File: config.mk
export PLATFORM = sky130hd
export DESIGN_NAME = morse_led_segment_sequencer_top
export DESIGN_NICKNAME = d
export VERILOG_FILES = /design/src/design/mlss_pkg.sv /design/src/design/mlss_ram.sv /design/src/design/mlss_fifo.sv /design/src/design/mlss_front.sv /design/src/design/mlss_back.sv /design/src/design/morse_led_segment_sequencer_top.sv
export SDC_FILE = /design/constraint.sdc
export NUM_CORES = 1
export LEC_CHECK = 0
export ABC_AREA = 1
export ABC_CLOCK_PERIOD_IN_PS = 5000
export BUFFER_PORTS_ARGS = -buffer_cell sky130_fd_sc_hd__buf_2
export CAP_MARGIN = 10
export CELL_PAD_IN_SITES_DETAIL_PLACEMENT = 0
export CELL_PAD_IN_SITES_GLOBAL_PLACEMENT = 1
export CORE_ASPECT_RATIO = 1.4
export CORE_UTILIZATION = 51
export CTS_CLUSTER_DIAMETER = 120
export DETAILED_ROUTE_END_ITERATION = 10
export PLACE_DENSITY = 0.84
export SETUP_SLACK_MARGIN = 0.02
export SYNTH_ARGS = -nofsm -noshare
export SYNTH_HDL_FRONTEND = slang
export SYNTH_SLANG_ARGS = --single-unit
File: constraint.sdc
create_clock -name clk_i -period 5 [get_ports clk_i]
set_clock_uncertainty 0.2 [all_clocks]
set_input_delay 1 -clock clk_i [delete_from_list [all_inputs] [get_ports clk_i]]
set_output_delay 1 -clock clk_i [all_outputs]
set_load 0.05 [all_outputs]
File: src/design/mlss_pkg.sv
// ----------------------------------------------------------------------------
// mlss_pkg
// Types and constants shared by the Morse LED segment sequencer modules.
// ----------------------------------------------------------------------------
package mlss_pkg;

  localparam int unsigned DUR_W   = 16;
  localparam int unsigned UNIT_W  = 12;
  localparam int unsigned SYM_W   = 8;
  localparam int unsigned COUNT_W = 7;
  localparam int unsigned NSEG_W  = 3;
  localparam int unsigned APB_AW  = 3;
  localparam int unsigned APB_DW  = 32;

  // Register word index, taken from paddr[2]
  localparam logic REG_START_LOW = 1'b0;
  localparam logic REG_UNIT_MS   = 1'b1;

  localparam logic [UNIT_W-1:0] UNIT_MS_RESET = 12'd100;

  // Characters of the Morse element and text commands
  localparam logic [SYM_W-1:0] CH_SPACE = 8'h20;
  localparam logic [SYM_W-1:0] CH_DASH  = 8'h2D;
  localparam logic [SYM_W-1:0] CH_DOT   = 8'h2E;
  localparam logic [SYM_W-1:0] CH_LT    = 8'h3C;
  localparam logic [SYM_W-1:0] CH_GT    = 8'h3E;
  localparam logic [SYM_W-1:0] CH_CARET = 8'h5E;

  // Canned pattern timings
  localparam logic [DUR_W-1:0] RECV_MS      = 16'd100;
  localparam logic [DUR_W-1:0] ERR_MS       = 16'd80;
  localparam logic [DUR_W-1:0] SENT_ON_MS   = 16'd200;
  localparam logic [DUR_W-1:0] SENT_OFF_MS  = 16'd100;
  localparam logic [NSEG_W-1:0] NSEG_RAW    = 3'd1;
  localparam logic [NSEG_W-1:0] NSEG_ELEM   = 3'd2;
  localparam logic [NSEG_W-1:0] NSEG_RECV   = 3'd4;
  localparam logic [NSEG_W-1:0] NSEG_ERR    = 3'd6;
  localparam logic [NSEG_W-1:0] NSEG_SENT   = 3'd4;

  typedef enum logic [2:0] {
    OP_TIME  = 3'd0,
    OP_RAW   = 3'd1,
    OP_ELEM  = 3'd2,
    OP_TEXT  = 3'd3,
    OP_RECV  = 3'd4,
    OP_ERR   = 3'd5,
    OP_SENT  = 3'd6,
    OP_STOP  = 3'd7
  } op_e;

  typedef enum logic [1:0] {
    JOB_TICK = 2'd0,
    JOB_PUSH = 2'd1,
    JOB_STOP = 2'd2
  } job_kind_e;

  typedef struct packed {
    op_e              opcode;
    logic             level_on;
    logic [DUR_W-1:0] duration_ms;
    logic [SYM_W-1:0] symbol;
    logic [DUR_W-1:0] elapsed_ms;
  } cmd_t;

  typedef struct packed {
    logic               led_level;
    logic [COUNT_W-1:0] queue_count;
    logic               overflow;
  } res_t;

  typedef struct packed {
    logic             level;
    logic [DUR_W-1:0] dur;
  } seg_t;

  // Even segments come from seg_a, odd ones from seg_b; a tick carries the
  // elapsed time in seg_a.dur.
  typedef struct packed {
    job_kind_e         kind;
    logic [NSEG_W-1:0] nseg;
    seg_t              seg_a;
    seg_t              seg_b;
  } job_t;

  typedef struct packed {
    logic              start_low;
    logic [UNIT_W-1:0] unit_ms;
  } cfg_t;

endpackage

File: src/design/mlss_ram.sv
// ----------------------------------------------------------------------------
// mlss_ram
// Generic single-write, single-read RAM with registered read data.
// ----------------------------------------------------------------------------
module mlss_ram #(
  parameter int unsigned WIDTH = 17,
  parameter int unsigned DEPTH = 64
) (
  input  logic                     clk_i,
  input  logic                     we_i,
  input  logic [$clog2(DEPTH)-1:0] waddr_i,
  input  logic [WIDTH-1:0]         wdata_i,
  input  logic                     re_i,
  input  logic [$clog2(DEPTH)-1:0] raddr_i,
  output logic [WIDTH-1:0]         rdata_o
);

  logic [WIDTH-1:0] mem_q [DEPTH];
  logic [WIDTH-1:0] rdata_q;

  always_ff @(posedge clk_i) begin
    if (we_i) begin
      mem_q[waddr_i] <= wdata_i;
    end
    if (re_i) begin
      rdata_q <= mem_q[raddr_i];
    end
  end

  assign rdata_o = rdata_q;

endmodule

File: src/design/mlss_fifo.sv
// ----------------------------------------------------------------------------
// mlss_fifo
// Small register FIFO with first-word-fall-through read.
// ----------------------------------------------------------------------------
module mlss_fifo #(
  parameter int unsigned WIDTH = 8,
  parameter int unsigned DEPTH = 2
) (
  input  logic             clk_i,
  input  logic             rst_ni,
  input  logic             push_i,
  input  logic [WIDTH-1:0] wdata_i,
  output logic             full_o,
  input  logic             pop_i,
  output logic [WIDTH-1:0] rdata_o,
  output logic             empty_o
);

  localparam int unsigned AW = (DEPTH > 1) ? $clog2(DEPTH) : 1;
  localparam int unsigned CW = $clog2(DEPTH + 1);

  logic [WIDTH-1:0] data_q [DEPTH];
  logic [AW-1:0]    wptr_q, wptr_d, rptr_q, rptr_d;
  logic [CW-1:0]    count_q, count_d;
  logic             do_push, do_pop;

  assign full_o  = (count_q == CW'(DEPTH));
  assign empty_o = (count_q == '0);
  assign do_push = push_i && !full_o;
  assign do_pop  = pop_i && !empty_o;
  assign rdata_o = data_q[rptr_q];

  always_comb begin
    wptr_d  = wptr_q;
    rptr_d  = rptr_q;
    count_d = count_q;
    if (do_push) begin
      wptr_d = (wptr_q == AW'(DEPTH - 1)) ? '0 : wptr_q + 1'b1;
    end
    if (do_pop) begin
      rptr_d = (rptr_q == AW'(DEPTH - 1)) ? '0 : rptr_q + 1'b1;
    end
    case ({do_push, do_pop})
      2'b10:   count_d = count_q + 1'b1;
      2'b01:   count_d = count_q - 1'b1;
      default: count_d = count_q;
    endcase
  end

  always_ff @(posedge clk_i or negedge rst_ni) begin
    if (!rst_ni) begin
      wptr_q  <= '0;
      rptr_q  <= '0;
      count_q <= '0;
    end else begin
      wptr_q  <= wptr_d;
      rptr_q  <= rptr_d;
      count_q <= count_d;
    end
  end

  always_ff @(posedge clk_i) begin
    if (do_push) begin
      data_q[wptr_q] <= wdata_i;
    end
  end

endmodule

File: src/design/mlss_front.sv
// ----------------------------------------------------------------------------
// mlss_front
// Configuration registers and command decode: turns each item into a job
// (tick, stop, or a list of up to six segments) for the back end.
// ----------------------------------------------------------------------------
module mlss_front (
  input  logic                         clk_i,
  input  logic                         rst_ni,
  input  logic                         psel_i,
  input  logic                         penable_i,
  input  logic                         pwrite_i,
  input  logic [mlss_pkg::APB_AW-1:0]  paddr_i,
  input  logic [mlss_pkg::APB_DW-1:0]  pwdata_i,
  output logic [mlss_pkg::APB_DW-1:0]  prdata_o,
  input  logic                         push_i,
  input  mlss_pkg::cmd_t               cmd_i,
  input  logic                         job_full_i,
  output logic                         job_push_o,
  output mlss_pkg::job_t               job_o,
  output mlss_pkg::cfg_t               cfg_o
);

  logic                            start_low_q;
  logic [mlss_pkg::UNIT_W-1:0]     unit_ms_q;
  logic                            cfg_wr;
  logic [mlss_pkg::DUR_W-1:0]      unit1, unit3, unit7;
  logic                            lvl_on, lvl_off;

  assign cfg_wr = psel_i && penable_i && pwrite_i;

  always_ff @(posedge clk_i or negedge rst_ni) begin
    if (!rst_ni) begin
      start_low_q <= 1'b0;
      unit_ms_q   <= mlss_pkg::UNIT_MS_RESET;
    end else if (cfg_wr) begin
      if (paddr_i[2] == mlss_pkg::REG_START_LOW) begin
        start_low_q <= pwdata_i[0];
      end else begin
        unit_ms_q <= pwdata_i[mlss_pkg::UNIT_W-1:0];
      end
    end
  end

  always_comb begin
    prdata_o = '0;
    if (paddr_i[2] == mlss_pkg::REG_START_LOW) begin
      prdata_o[0] = start_low_q;
    end else begin
      prdata_o[mlss_pkg::UNIT_W-1:0] = unit_ms_q;
    end
  end

  assign cfg_o.start_low = start_low_q;
  assign cfg_o.unit_ms   = unit_ms_q;

  // Multiples of the unit never exceed 16 bits for a 12-bit unit
  assign unit1 = mlss_pkg::DUR_W'(unit_ms_q);
  assign unit3 = (unit1 << 1) + unit1;
  assign unit7 = (unit1 << 3) - unit1;

  // Polarity is applied as the segment is queued
  assign lvl_on  = start_low_q;
  assign lvl_off = !start_low_q;

  assign job_push_o = push_i && !job_full_i;

  always_comb begin
    job_o       = '0;
    job_o.kind  = mlss_pkg::JOB_PUSH;
    unique case (cmd_i.opcode)
      mlss_pkg::OP_TIME: begin
        job_o.kind      = mlss_pkg::JOB_TICK;
        job_o.seg_a.dur = cmd_i.elapsed_ms;
      end
      mlss_pkg::OP_RAW: begin
        job_o.nseg  = mlss_pkg::NSEG_RAW;
        job_o.seg_a = '{level: cmd_i.level_on ^ !start_low_q, dur: cmd_i.duration_ms};
      end
      mlss_pkg::OP_ELEM: begin
        if (cmd_i.symbol != mlss_pkg::CH_SPACE) begin
          job_o.nseg  = mlss_pkg::NSEG_ELEM;
          job_o.seg_a = '{level: lvl_on,
                          dur: (cmd_i.symbol == mlss_pkg::CH_DOT) ? unit1 : unit3};
          job_o.seg_b = '{level: lvl_off, dur: unit1};
        end
      end
      mlss_pkg::OP_TEXT: begin
        job_o.nseg = mlss_pkg::NSEG_RAW;
        case (cmd_i.symbol)
          mlss_pkg::CH_DOT:   job_o.seg_a = '{level: lvl_on,  dur: unit1};
          mlss_pkg::CH_DASH:  job_o.seg_a = '{level: lvl_on,  dur: unit3};
          mlss_pkg::CH_LT:    job_o.seg_a = '{level: lvl_off, dur: unit3};
          mlss_pkg::CH_CARET: job_o.seg_a = '{level: lvl_off, dur: unit1};
          mlss_pkg::CH_GT:    job_o.seg_a = '{level: lvl_off, dur: unit7};
          default:            job_o.nseg  = '0;
        endcase
      end
      mlss_pkg::OP_RECV: begin
        job_o.nseg  = mlss_pkg::NSEG_RECV;
        job_o.seg_a = '{level: lvl_on,  dur: mlss_pkg::RECV_MS};
        job_o.seg_b = '{level: lvl_off, dur: mlss_pkg::RECV_MS};
      end
      mlss_pkg::OP_ERR: begin
        job_o.nseg  = mlss_pkg::NSEG_ERR;
        job_o.seg_a = '{level: lvl_on,  dur: mlss_pkg::ERR_MS};
        job_o.seg_b = '{level: lvl_off, dur: mlss_pkg::ERR_MS};
      end
      mlss_pkg::OP_SENT: begin
        job_o.nseg  = mlss_pkg::NSEG_SENT;
        job_o.seg_a = '{level: lvl_on,  dur: mlss_pkg::SENT_ON_MS};
        job_o.seg_b = '{level: lvl_off, dur: mlss_pkg::SENT_OFF_MS};
      end
      mlss_pkg::OP_STOP: begin
        job_o.kind = mlss_pkg::JOB_STOP;
      end
      default: begin
        job_o.kind = mlss_pkg::JOB_STOP;
      end
    endcase
  end

endmodule

File: src/design/mlss_back.sv
// ----------------------------------------------------------------------------
// mlss_back
// Executes jobs against the segment queue and the LED timing state, and
// hands one result per job to the result queue.
// ----------------------------------------------------------------------------
module mlss_back #(
  parameter int unsigned QUEUE_DEPTH = 64,
  parameter int unsigned NEAR_END_MS = 10
) (
  input  logic           clk_i,
  input  logic           rst_ni,
  input  mlss_pkg::cfg_t cfg_i,
  input  logic           job_valid_i,
  input  mlss_pkg::job_t job_i,
  output logic           job_pop_o,
  input  logic           res_full_i,
  output logic           res_push_o,
  output mlss_pkg::res_t res_o
);

  localparam int unsigned AW    = $clog2(QUEUE_DEPTH);
  localparam int unsigned CW    = $clog2(QUEUE_DEPTH + 1);
  localparam int unsigned SEG_W = $bits(mlss_pkg::seg_t);
  localparam logic signed [mlss_pkg::DUR_W:0] NearEnd = (mlss_pkg::DUR_W + 1)'(NEAR_END_MS);

  typedef enum logic [1:0] {
    ST_IDLE,
    ST_PUSH,
    ST_READ,
    ST_RESP
  } state_e;

  state_e                          state_q, state_d;
  mlss_pkg::job_t                  job_q, job_d;
  logic [mlss_pkg::NSEG_W-1:0]     idx_q, idx_d;
  logic [AW-1:0]                   head_q, head_d, tail_q, tail_d;
  logic [CW-1:0]                   fill_q, fill_d;
  logic [mlss_pkg::DUR_W-1:0]      rem_q, rem_d;
  logic                            level_q, level_d;
  logic                            dropped_q, dropped_d;

  logic                            ram_we, ram_re;
  logic [SEG_W-1:0]                ram_wdata;
  mlss_pkg::seg_t                  ram_rdata;
  logic signed [mlss_pkg::DUR_W:0] diff;

  mlss_ram #(
    .WIDTH(SEG_W),
    .DEPTH(QUEUE_DEPTH)
  ) u_seg_ram (
    .clk_i  (clk_i),
    .we_i   (ram_we),
    .waddr_i(tail_q),
    .wdata_i(ram_wdata),
    .re_i   (ram_re),
    .raddr_i(head_q),
    .rdata_o(ram_rdata)
  );

  assign diff = $signed({1'b0, rem_q}) - $signed({1'b0, job_i.seg_a.dur});

  always_comb begin
    state_d    = state_q;
    job_d      = job_q;
    idx_d      = idx_q;
    head_d     = head_q;
    tail_d     = tail_q;
    fill_d     = fill_q;
    rem_d      = rem_q;
    level_d    = level_q;
    dropped_d  = dropped_q;
    ram_we     = 1'b0;
    ram_re     = 1'b0;
    ram_wdata  = (idx_q[0]) ? job_q.seg_b : job_q.seg_a;
    job_pop_o  = 1'b0;
    res_push_o = 1'b0;

    unique case (state_q)
      ST_IDLE: begin
        if (job_valid_i) begin
          job_pop_o = 1'b1;
          job_d     = job_i;
          idx_d     = '0;
          dropped_d = 1'b0;
          state_d   = ST_RESP;
          case (job_i.kind)
            mlss_pkg::JOB_PUSH: begin
              state_d = ST_PUSH;
            end
            mlss_pkg::JOB_TICK: begin
              if (diff < NearEnd) begin
                if (fill_q != '0) begin
                  // Fetch the head segment; it lands next cycle
                  ram_re  = 1'b1;
                  state_d = ST_READ;
                end else begin
                  level_d = cfg_i.start_low;
                  head_d  = '0;
                  tail_d  = '0;
                  fill_d  = '0;
                  rem_d   = diff[mlss_pkg::DUR_W] ? '0 : diff[mlss_pkg::DUR_W-1:0];
                end
              end else begin
                rem_d = diff[mlss_pkg::DUR_W-1:0];
              end
            end
            default: begin
              level_d = cfg_i.start_low;
              head_d  = '0;
              tail_d  = '0;
              fill_d  = '0;
            end
          endcase
        end
      end
      ST_PUSH: begin
        if (idx_q == job_q.nseg) begin
          state_d = ST_RESP;
        end else begin
          idx_d = idx_q + 1'b1;
          if (fill_q == CW'(QUEUE_DEPTH)) begin
            dropped_d = 1'b1;
          end else begin
            ram_we = 1'b1;
            tail_d = (tail_q == AW'(QUEUE_DEPTH - 1)) ? '0 : tail_q + 1'b1;
            fill_d = fill_q + 1'b1;
          end
        end
      end
      ST_READ: begin
        level_d = ram_rdata.level;
        rem_d   = ram_rdata.dur;
        head_d  = (head_q == AW'(QUEUE_DEPTH - 1)) ? '0 : head_q + 1'b1;
        fill_d  = fill_q - 1'b1;
        state_d = ST_RESP;
      end
      ST_RESP: begin
        if (!res_full_i) begin
          res_push_o = 1'b1;
          state_d    = ST_IDLE;
        end
      end
      default: begin
        state_d = ST_IDLE;
      end
    endcase
  end

  assign res_o.led_level   = level_q;
  assign res_o.queue_count = mlss_pkg::COUNT_W'(fill_q);
  assign res_o.overflow    = dropped_q;

  always_ff @(posedge clk_i or negedge rst_ni) begin
    if (!rst_ni) begin
      state_q   <= ST_IDLE;
      head_q    <= '0;
      tail_q    <= '0;
      fill_q    <= '0;
      rem_q     <= '0;
      level_q   <= 1'b0;
      dropped_q <= 1'b0;
      idx_q     <= '0;
      job_q     <= '0;
    end else begin
      state_q   <= state_d;
      head_q    <= head_d;
      tail_q    <= tail_d;
      fill_q    <= fill_d;
      rem_q     <= rem_d;
      level_q   <= level_d;
      dropped_q <= dropped_d;
      idx_q     <= idx_d;
      job_q     <= job_d;
    end
  end

endmodule

File: src/design/morse_led_segment_sequencer_top.sv
// The back end takes one job at a time from the job queue in its idle state; a tick
// that loads the next segment then passes the read state, and a command item the
// push state, which writes one segment a cycle into the segment RAM. Each job ends in
// the response state, which waits while the result queue is full.
// Reset clears the pointers, fill count, timing state and both small queues at
// once; the segment RAM is not cleared, since only written entries are read.
// ----------------------------------------------------------------------------
// morse_led_segment_sequencer_top
// LED segment sequencer: command decode front end, job queue, segment
// execution back end and result queue.
// ----------------------------------------------------------------------------
module morse_led_segment_sequencer_top #(
  parameter int unsigned QUEUE_DEPTH = 64,
  parameter int unsigned NEAR_END_MS = 10
) (
  input  logic                        clk_i,
  input  logic                        rst_ni,
  input  logic                        push,
  output logic                        full,
  input  mlss_pkg::cmd_t              cmd_i,
  output logic                        empty,
  input  logic                        pop,
  output mlss_pkg::res_t              res_o,
  input  logic                        psel,
  input  logic                        penable,
  input  logic                        pwrite,
  input  logic [mlss_pkg::APB_AW-1:0] paddr,
  input  logic [mlss_pkg::APB_DW-1:0] pwdata,
  output logic [mlss_pkg::APB_DW-1:0] prdata,
  output logic                        pready
);

  localparam int unsigned JobQDepth = 2;
  localparam int unsigned ResQDepth = 2;

  mlss_pkg::cfg_t cfg;
  mlss_pkg::job_t job_in, job_out;
  mlss_pkg::res_t res_in;
  logic           job_push, job_empty, job_pop;
  logic           res_push, res_full;

  assign pready = 1'b1;

  mlss_front u_front (
    .clk_i     (clk_i),
    .rst_ni    (rst_ni),
    .psel_i    (psel),
    .penable_i (penable),
    .pwrite_i  (pwrite),
    .paddr_i   (paddr),
    .pwdata_i  (pwdata),
    .prdata_o  (prdata),
    .push_i    (push),
    .cmd_i     (cmd_i),
    .job_full_i(full),
    .job_push_o(job_push),
    .job_o     (job_in),
    .cfg_o     (cfg)
  );

  mlss_fifo #(
    .WIDTH($bits(mlss_pkg::job_t)),
    .DEPTH(JobQDepth)
  ) u_job_q (
    .clk_i  (clk_i),
    .rst_ni (rst_ni),
    .push_i (job_push),
    .wdata_i(job_in),
    .full_o (full),
    .pop_i  (job_pop),
    .rdata_o(job_out),
    .empty_o(job_empty)
  );

  mlss_back #(
    .QUEUE_DEPTH(QUEUE_DEPTH),
    .NEAR_END_MS(NEAR_END_MS)
  ) u_back (
    .clk_i      (clk_i),
    .rst_ni     (rst_ni),
    .cfg_i      (cfg),
    .job_valid_i(!job_empty),
    .job_i      (job_out),
    .job_pop_o  (job_pop),
    .res_full_i (res_full),
    .res_push_o (res_push),
    .res_o      (res_in)
  );

  mlss_fifo #(
    .WIDTH($bits(mlss_pkg::res_t)),
    .DEPTH(ResQDepth)
  ) u_res_q (
    .clk_i  (clk_i),
    .rst_ni (rst_ni),
    .push_i (res_push),
    .wdata_i(res_in),
    .full_o (res_full),
    .pop_i  (pop),
    .rdata_o(res_o),
    .empty_o(empty)
  );

endmodule

==> qor.log, run 1 <==
[status] status complete, no violations
[worst_setup_path] worst setup path startpoint u_job_q.rptr_q
[sta] Rel. slew slack 18.5%
[worst_setup_path] Setup crit start kind flop
[sta] Setup Total Neg Slack 0 ns
[run] number of max-capacitance violations reported 0
[clock_tree] Worst-path clk slew 0.07 ns
[sta] achievable frequency 250 MHz
[worst_setup_path] biggest fanout along the worst timing path 16
[worst_setup_path] CP required 5.43 ns
[synthesis] proportion of synthesized chip area in sequential cells 70.3%
[floorplanning] I/O pin count 130
[sta] max-slew violation count 0
[pwr] worst ir drop on vdd 0.441 mV
[routing] antenna-violating nets left 0
[grt] GR Overflow Total 0
[synthesis] Yosys top cell by area sky130_fd_sc_hd__edfxtp_1
[routing] router iterations before antenna repair 5
[finish] relative area change from synthesis to final layout 11.7%
[synthesis] Yosys Warn Count 0
[worst_setup_path] peak per-stage delay on the critical path 0.62 ns
[placed_design] Area after DPL 56900 µm²
[grt] total track usage 26.3%
[synthesis] Synth cell types 57
[worst_setup_path] Arr. time, crit path 4.42 ns
[sta] transition time at the pin with the least slew margin 1.22 ns
[floorplanning] die span in y 388 µm
[synthesis] ranking of synthesized cells by instance count 1193 x sky130_fd_sc_hd__edfxtp_1, 873 x sky130_fd_sc_hd__nor2_1, 696 x sky130_fd_sc_hd__o21ai_0
[worst_setup_path] reg-to-reg setup timing slack 1.01 ns
[pwr] Leakage Power 21.6 nW
[floorplanning] total die area 108000 µm²
[sta] share of the clock period used by the worst path 79.9%
[worst_setup_path] worst-path cell chain buf_4 > mux2i_1 > fa_1 > nand3_1 > nand3_2 > nand2_1 > nand2_1 > nand3_1 > nand2_2 > nand3_1 > nor2_1 > nand3_2 > nand3_2 > nand3_1 > nand2_1 > nand2_1
[synthesis] primary flip-flop cell chosen by synthesis mapping sky130_fd_sc_hd__edfxtp_1
[worst_setup_path] slowest cell on the critical path sky130_fd_sc_hd__dfrtp_1
[clock_tree] Max clock buf depth 3
[finish] share of cells above drive strength 1 10.6%
[worst_setup_path] Crit Path Category flop to flop
[pwr] total power density per cell area 579 nW/µm²
[finish] final non-filler cell area 60700 µm²
[floorplanning] starting density of the core 51.5%
[finish] antenna diode instance count 0
[clock_tree] CTS Hold Bufs 0
[sta] RSZ-0062 raised after global routing false
[routing] routed length per instance 23.2 µm
[clock_tree] clock tree sinks 1289
[placed_design] final weighted congestion of routability-driven global placement 0.927
[synthesis] area share of the largest cell type after synthesis 65.9%
[sta] worst hold margin 0.0818 ns
[synthesis] cell types occupying the most area after synthesis sky130_fd_sc_hd__edfxtp_1 66%, sky130_fd_sc_hd__o21ai_0 6.4%, sky130_fd_sc_hd__nor2_1 6.0%
[floorplanning] Core ar. 105000 µm²
[synthesis] number of enable-type register cells in the synthesized netlist 1193
[synthesis] Cells after Synth 4620
[worst_setup_path] Top delay family on crit path simple AND/OR/NAND/NOR gates
[placed_design] count of input and output buffers 86
[synthesis] Netlist Area Pre-Place 54400 µm²
[worst_setup_path] Buf+Inv Stages, Crit Path 1
[clock_tree] number of buffers created by CTS 114
[finish] count of fill cells added during filler insertion 8426
[sta] min cycle time layout 3.99 ns
[grt] initial antenna violation count 2
[min_path] worst hold path type input port to asynchronous set/reset pin
[clock_tree] library cell used as clock root buffer sky130_fd_sc_hd__clkbuf_16
[sta] final-report hold violation count 0
[placed_design] DP Wirelength 86.9 mm
[synthesis] count leader, synth sky130_fd_sc_hd__edfxtp_1
[clock_tree] H-tree levels 3
[synthesis] Post-Synthesis Mean Instance Area 11.8 µm²
[routing] number of DRC violations after detailed-routing iteration 0 3666
[finish] number of nets in the final layout 4867
[clock_tree] clock tree from TritonCTS built
[floorplanning] die extent in x 278 µm
[floorplanning] # rows 141
[worst_setup_path] terminus of the critical flop-to-flop path u_back.tail_q[1]
[grt] largest net degree at the start of global routing 130
[worst_setup_path] endpoint class of the critical path flop
[routing] vias 36900
[routing] per-cell via count in the routed design 5.97
[synthesis] post-synthesis async set-or-reset flop share 7.45%
[clock_tree] Skew-Pair Late Insertion Delay 0.73 ns
[routing] drt total wl 144 mm
[sta] number of endpoints failing setup at the final stage 0
[clock_tree] buffers inserted by post-CTS timing repair 0
[synthesis] register bit total from synthesis 1289
[routing] drt drc 0
[grt] global-route wire length before repair 214 mm
[worst_setup_path] Crit Reg-Reg Startpoint u_job_q.rptr_q
[grt] vias in the first global route 35000
[worst_setup_path] depth of the worst register-to-register path 16
[clock_tree] quantity of gates resized following cts 0
## worst max-delay path by stage
| stage | endpoint | slack, ns | cells past startpoint |
|---|---|---|---|
| after floorplan | u_back.u_seg_ram.mem_q[0][0] | 0.95 | 2 |
| after global placement | u_back.tail_q[4] | 1.10 | 16 |
| after detailed placement | u_back.tail_q[1] | 1.04 | 16 |
| after CTS | u_back.tail_q[1] | 1.05 | 16 |
| after global routing | u_back.tail_q[1] | 0.72 | 16 |
| final | u_back.tail_q[1] | 1.01 | 16 |
## stage by stage
step	instances	utilization [%]	total power [mW]	worst slack, ns
2_1_floorplan	4639	-	22.0	0.951
3_3_place_gp	5965	53.9	26.0	1.10
3_5_place_dp	5965	53.9	26.3	1.04
4_1_cts	6175	57.6	35.2	1.05
5_1_grt	6175	57.6	36.7	0.721
6_report	6175	57.6	35.2	1.01
## worst register-to-register path: stages, from the launching register on
cell and delay, ns:
sky130_fd_sc_hd__dfrtp_1 0.62, sky130_fd_sc_hd__buf_4 0.31, sky130_fd_sc_hd__mux2i_1 0.47, sky130_fd_sc_hd__fa_1 0.36
sky130_fd_sc_hd__nand3_1 0.11, sky130_fd_sc_hd__nand3_2 0.13, sky130_fd_sc_hd__nand2_1 0.09, sky130_fd_sc_hd__nand2_1 0.09
sky130_fd_sc_hd__nand3_1 0.08, sky130_fd_sc_hd__nand2_2 0.16, sky130_fd_sc_hd__nand3_1 0.10, sky130_fd_sc_hd__nor2_1 0.17
sky130_fd_sc_hd__nand3_2 0.14, sky130_fd_sc_hd__nand3_2 0.35, sky130_fd_sc_hd__nand3_1 0.30, sky130_fd_sc_hd__nand2_1 0.15
sky130_fd_sc_hd__nand2_1 0.05
## flip-flops by register name, summed over array words and instances, names as in the netlist
name                      count
u_front.unit_ms_q            12
u_job_q.count_q               2
u_job_q.data_q               70
u_res_q.data_q               18
u_back.u_seg_ram.rdata_o     17
u_back.dropped_q              1
u_back.rem_q                 16
u_res_q.count_q               2
u_back.u_seg_ram.mem_q     1088
u_front.lvl_on                1
u_back.idx_q                  3
u_back.level_q                1
u_job_q.rptr_q                1
u_back.job_q                 33
u_back.fill_q                 7
u_back.state_q                2
u_back.head_q                 6
u_job_q.wptr_q                1
u_res_q.rptr_q                1
u_back.tail_q                 6
u_res_q.wptr_q                1
## placed cells by master, fill, tap and decap left out, types with 6 or more instances in the layout
| cell | Yosys | layout |
|---|---|---|
| sky130_fd_sc_hd__a21oi_1 | 100 | 100 |
| sky130_fd_sc_hd__clkinvlp_4 | 0 | 9 |
| sky130_fd_sc_hd__nand2_2 | 7 | 19 |
| sky130_fd_sc_hd__o32ai_1 | 10 | 10 |
| sky130_fd_sc_hd__clkinv_1 | 3 | 19 |
| sky130_fd_sc_hd__o21ai_0 | 696 | 695 |
| sky130_fd_sc_hd__o22ai_1 | 291 | 291 |
| sky130_fd_sc_hd__inv_1 | 144 | 141 |
| sky130_fd_sc_hd__conb_1 | 2 | 21 |
| sky130_fd_sc_hd__o21ai_2 | 8 | 8 |
| sky130_fd_sc_hd__nand3_2 | 6 | 6 |
| sky130_fd_sc_hd__o2111ai_1 | 11 | 11 |
| sky130_fd_sc_hd__o31ai_1 | 26 | 26 |
| sky130_fd_sc_hd__nor2_4 | 0 | 6 |
| sky130_fd_sc_hd__nand4_1 | 47 | 47 |
| sky130_fd_sc_hd__dfrtp_1 | 93 | 89 |
| sky130_fd_sc_hd__or2_2 | 7 | 7 |
| sky130_fd_sc_hd__nor2_1 | 873 | 862 |
| sky130_fd_sc_hd__a31oi_1 | 23 | 23 |
| sky130_fd_sc_hd__xor2_1 | 14 | 14 |
| sky130_fd_sc_hd__clkbuf_1 | 183 | 15 |
| sky130_fd_sc_hd__mux2i_1 | 17 | 17 |
| sky130_fd_sc_hd__ha_1 | 55 | 55 |
| sky130_fd_sc_hd__o221ai_1 | 17 | 17 |
| sky130_fd_sc_hd__xnor2_1 | 14 | 14 |
| sky130_fd_sc_hd__nand3_1 | 58 | 58 |
| sky130_fd_sc_hd__clkinv_2 | 0 | 26 |
| sky130_fd_sc_hd__clkbuf_16 | 0 | 117 |
| sky130_fd_sc_hd__buf_4 | 35 | 159 |
| sky130_fd_sc_hd__buf_2 | 60 | 85 |
| sky130_fd_sc_hd__edfxtp_1 | 1193 | 1193 |
| sky130_fd_sc_hd__nor3_1 | 20 | 20 |
| sky130_fd_sc_hd__nand2_1 | 518 | 506 |
| sky130_fd_sc_hd__bufinv_16 | 0 | 15 |
| sky130_fd_sc_hd__buf_12 | 0 | 17 |
| sky130_fd_sc_hd__o21ai_1 | 20 | 20 |
| sky130_fd_sc_hd__nor2_2 | 1 | 6 |
## per-layer routing
layer / vias up / GRT usage (%) / routed length, µm
li1: 16900 / - / -
met3: 305 / 3.27 / 10100
met1: 18100 / 33.1 / 54900
met5: - / 0 / 27
met4: 4 / 13.4 / 7380
met2: 1552 / 44.7 / 71200
## area by class of cell
| class | count | area, µm² | area share (%) |
|---|---|---|---|
| inverter | 150 | 578 | 0.952 |
| timing repair buffer | 261 | 1960 | 3.23 |
| sequential | 1289 | 38200 | 63.0 |
| tap | 1358 | 1700 | 2.80 |
| clock inverter | 75 | 813 | 1.34 |
| clock buffer | 135 | 3030 | 4.98 |
| multi-input combinational | 2907 | 14400 | 23.7 |
## where the power goes
group	switching [mW]	internal, mW
Sequential	0.386	14.4
Combinational	8.49	2.90
Clock	3.91	5.10
## kinds of logic (layout without fill, tap and decap cells)
| kind of cell | after synthesis | after routing | share of synthesized area, % |
|---|---|---|---|
| and+or+nand+nor | 1558 | 1558 | 11.5 |
| DFF | 1289 | 1289 | 70.3 |
| AOI/OAI and AO/OA | 1225 | 1225 | 12.6 |
| buffers and inverters | 443 | 621 | 3.49 |
| adders and majority gates | 58 | 58 | 1.38 |
| xor gates and xnor gates | 28 | 28 | 0.451 |
| muxes | 17 | 17 | 0.313 |
| other | 2 | 21 | 0.0138 |
Note: power is estimated with default switching activity, not from simulation.
==> inputs of run 2 (changes only) <==
Settings changed: ABC_CLOCK_PERIOD_IN_PS 5000 to 3740.
Clock period 5 ns to 3.74 ns, I/O delays scaled along.
==> run 2 against run 1 <==
Compared with the run above: non-clock buffer count rose by 39; design area up 0.57%; critical endpoint is now u_back.u_seg_ram.rdata_o[7]; total power grew 36%; global-route usage is 0.88 points higher; routed wire length up 3.1%; clock power increased by 32%; sequential share of layout area decreased by 0.36 points; count of clock-buffer cells in the layout is 5 higher; first-iteration DRC count increased by 2.0%; fmax is 15% higher; utilization rose by 0.33 points; cell count up 0.70%.
==> qor.log, run 2 (synthesis results as in run 1) <==
[status] status complete, no violations
[min_path] worst hold path type input port to flop
[finish] antenna diode instance count 0 [unchanged]
[finish] most frequent cells in the layout 1193 x sky130_fd_sc_hd__edfxtp_1, 865 x sky130_fd_sc_hd__nor2_1, 695 x sky130_fd_sc_hd__o21ai_0
[run] number of max-capacitance violations reported 0 [unchanged]
[finish] share of cells above drive strength 1 11.2% [+0.56 points]
[min_path] launch point of the worst hold path pwdata[6]
[worst_setup_path] terminus of the critical flop-to-flop path u_back.u_seg_ram.rdata_o[7]
[routing] router iterations before antenna repair 6 [+1]
[sta] number of endpoints failing setup at the final stage 0 [unchanged]
[finish] relative area change from synthesis to final layout 12.3%
[floorplanning] starting density of the core 51.5% [unchanged]
[worst_setup_path] biggest fanout along the worst timing path 17 [+1]
[floorplanning] die span in y 388 µm [unchanged]
[sta] RSZ-0062 raised after global routing false
[finish] Largest register FFs 1088 [unchanged]
[sta] share of the clock period used by the worst path 92.6% [+13 points]
[worst_setup_path] Crit Path Category flop to flop
[worst_setup_path] Setup crit start kind flop
[sta] achievable frequency 289 MHz [+15%]
[worst_setup_path] Arr. time, crit path 3.70 ns [-0.72 ns]
[finish] number of nets in the final layout 4906 [+0.80%]
[clock_tree] Worst-path clk slew 0.06 ns [about the same]
[pwr] Leakage Power 21.8 nW [+0.75%]
[routing] routed length per instance 23.8 µm [+2.4%]
[routing] vias 37100 [+0.63%]
[grt] global-route wire length before repair 219 mm [+2.6%]
[clock_tree] library cell used as clock root buffer sky130_fd_sc_hd__clkbuf_16
[grt] GR Overflow Total 0 [unchanged]
[min_path] hold path depth 3
[placed_design] DP Wirelength 90.0 mm [+3.6%]
[worst_setup_path] reg-to-reg setup timing slack 0.28 ns [-0.73 ns]
[clock_tree] clock tree from TritonCTS built
[grt] initial antenna violation count 1 [-1]
[sta] max-slew violation count 0 [unchanged]
[finish] commonest non-fill, non-tap cell in the layout sky130_fd_sc_hd__edfxtp_1
[grt] vias in the first global route 35500 [+1.6%]
[floorplanning] Core ar. 105000 µm² [unchanged]
[floorplanning] total die area 108000 µm² [unchanged]
[routing] drt total wl 148 mm [+3.1%]
[sta] min cycle time layout 3.46 ns [-0.531 ns]
[sta] final-report hold violation count 0 [unchanged]
[clock_tree] Skew-Pair Late Insertion Delay 0.75 ns [+0.02 ns]
[sta] Rel. slew slack 22.0% [+3.5 points]
[grt] largest net degree at the start of global routing 132 [+1.5%]
[worst_setup_path] endpoint class of the critical path flop
[floorplanning] I/O pin count 130 [unchanged]
[finish] register name with the most flops u_back.u_seg_ram.mem_q
[placed_design] count of input and output buffers 86 [unchanged]
[sta] worst hold margin 0.0454 ns [-0.0365 ns]
[clock_tree] clock tree sinks 1289 [unchanged]
[finish] count of fill cells added during filler insertion 8397 [-0.34%]
[routing] drt drc 0 [unchanged]
[clock_tree] number of buffers created by CTS 114 [unchanged]
[routing] number of DRC violations after detailed-routing iteration 0 3739 [+2.0%]
[placed_design] final weighted congestion of routability-driven global placement 0.916 [-1.2%]
[routing] antenna-violating nets left 0 [unchanged]
[floorplanning] # rows 141 [unchanged]
[pwr] worst ir drop on vdd 0.547 mV [+24%]
[sta] Setup Total Neg Slack 0 ns [unchanged]
[finish] largest registers u_back.u_seg_ram.mem_q x1088, u_job_q.data_q x70, u_back.job_q x33
[floorplanning] die extent in x 278 µm [unchanged]
[grt] total track usage 27.2% [+0.88 points]
[sta] transition time at the pin with the least slew margin 1.17 ns [-0.0571 ns]
[clock_tree] Max clock buf depth 3 [unchanged]
[worst_setup_path] Crit Reg-Reg Startpoint u_job_q.rptr_q
[routing] per-cell via count in the routed design 5.97 [about the same]
[pwr] total power density per cell area 781 nW/µm² [+35%]
[worst_setup_path] depth of the worst register-to-register path 20 [+4]
[clock_tree] H-tree levels 3 [unchanged]
[min_path] endpoint of the worst hold-timing path u_front.unit_ms_q[6]
[worst_setup_path] CP required 3.98 ns [-1.45 ns]
[run 2: changes by cell type in the layout (fill, tap and decap cells not counted), moves of 2 or more]
cell | before | now
sky130_fd_sc_hd__clkbuf_16 | 117 | 115
sky130_fd_sc_hd__inv_8 | 1 | 3
sky130_fd_sc_hd__buf_12 | 17 | 23
sky130_fd_sc_hd__nor2_1 | 862 | 865
sky130_fd_sc_hd__clkinv_8 | 2 | 4
sky130_fd_sc_hd__nor2_2 | 6 | 3
sky130_fd_sc_hd__clkinv_1 | 19 | 24
sky130_fd_sc_hd__mux2i_2 | 0 | 2
sky130_fd_sc_hd__clkinv_2 | 26 | 19
sky130_fd_sc_hd__mux2i_1 | 17 | 15
sky130_fd_sc_hd__clkbuf_1 | 15 | 23
sky130_fd_sc_hd__bufinv_16 | 15 | 13
sky130_fd_sc_hd__buf_4 | 159 | 190
[run 2: per-layer routing]
layer	routed length, µm	share of wire (%)	track usage (%)
met5	0	0	0
met4	7190	4.9	13.2
met3	11000	7.4	3.47
met2	75300	51	47.4
met1	54400	37	33.4
[run 2: power breakdown]
group          switching [mW]  total, mW  internal [mW]
combinational            11.7       16.0           4.26
clock                    5.31       11.9           6.61
sequential              0.519       19.7           19.2
[run 2: how the worst max path moves through the flow]
| stage | from | endpoint | slack [ns] | depth (start not counted) |
|---|---|---|---|---|
| global route | u_job_q.rptr_q | u_back.u_seg_ram.rdata_o[1] | 0.07 | 17 |
| CTS | u_job_q.rptr_q | u_back.u_seg_ram.rdata_o[7] | 0.20 | 17 |
| detailed placement | u_job_q.rptr_q | u_back.u_seg_ram.rdata_o[7] | 0.21 | 16 |
| global placement | u_job_q.rptr_q | u_back.u_seg_ram.rdata_o[3] | 0.24 | 17 |
| floorplan | u_job_q.rptr_q | u_back.u_seg_ram.rdata_o[0] | 0.11 | 17 |
| finish | u_job_q.rptr_q | u_back.u_seg_ram.rdata_o[7] | 0.28 | 20 |
[run 2: area by class of cell]
cell class	count	area, µm²	area share (%)
Clock buffer	140	2980	4.88
Clock inverter	74	806	1.32
Inverter	150	578	0.947
Multi-Input combinational cell	2907	14400	23.6
Sequential cell	1289	38200	62.6
Tap cell	1358	1700	2.78
Timing Repair Buffer	300	2350	3.84
[run 2: worst max-delay path, cell delays in order, from the launching register on]
cell and delay, ns:
sky130_fd_sc_hd__dfrtp_2 0.42, sky130_fd_sc_hd__buf_4 0.19, sky130_fd_sc_hd__inv_2 0.04, sky130_fd_sc_hd__nand2_1 0.05, sky130_fd_sc_hd__nand2_1 0.09, sky130_fd_sc_hd__ha_1 0.20, sky130_fd_sc_hd__inv_1 0.09, sky130_fd_sc_hd__fa_2 0.26
sky130_fd_sc_hd__nand3_1 0.09, sky130_fd_sc_hd__nand3_2 0.12, sky130_fd_sc_hd__nand2_1 0.08, sky130_fd_sc_hd__nand2_1 0.09, sky130_fd_sc_hd__nand3_1 0.08, sky130_fd_sc_hd__nand2_2 0.19, sky130_fd_sc_hd__nand3_1 0.12, sky130_fd_sc_hd__nor2_1 0.15
sky130_fd_sc_hd__nand3_2 0.13, sky130_fd_sc_hd__nand2_2 0.12, sky130_fd_sc_hd__nand3_1 0.11, sky130_fd_sc_hd__nor2_2 0.17, sky130_fd_sc_hd__buf_12 0.18
[run 2: timing repair]
| action | 4_1_cts | 5_1_grt |
|---|---|---|
| buffers inserted | 0 | 1 |
| resized for setup | 0 | 6 |
| hold buffers | 1 | 0 |
| endpoints found under the hold margin | 35 | 0 |
| setup endpoints to repair | 0 | 23 |
[run 2: metrics by stage]
stage | util [%] | cells | cell area, µm² | total power, mW | setup slack [ns]
after global placement | 54.2 | 6001 | 57200 | 35.5 | 0.244
after global routing | 57.9 | 6218 | 61100 | 49.7 | 0.0739
after CTS | 57.8 | 6216 | 61000 | 47.6 | 0.196
after floorplan | - | 4639 | 54400 | 29.3 | 0.114
final | 57.9 | 6218 | 61100 | 47.7 | 0.278
after detailed placement | 54.2 | 6001 | 57200 | 35.8 | 0.211
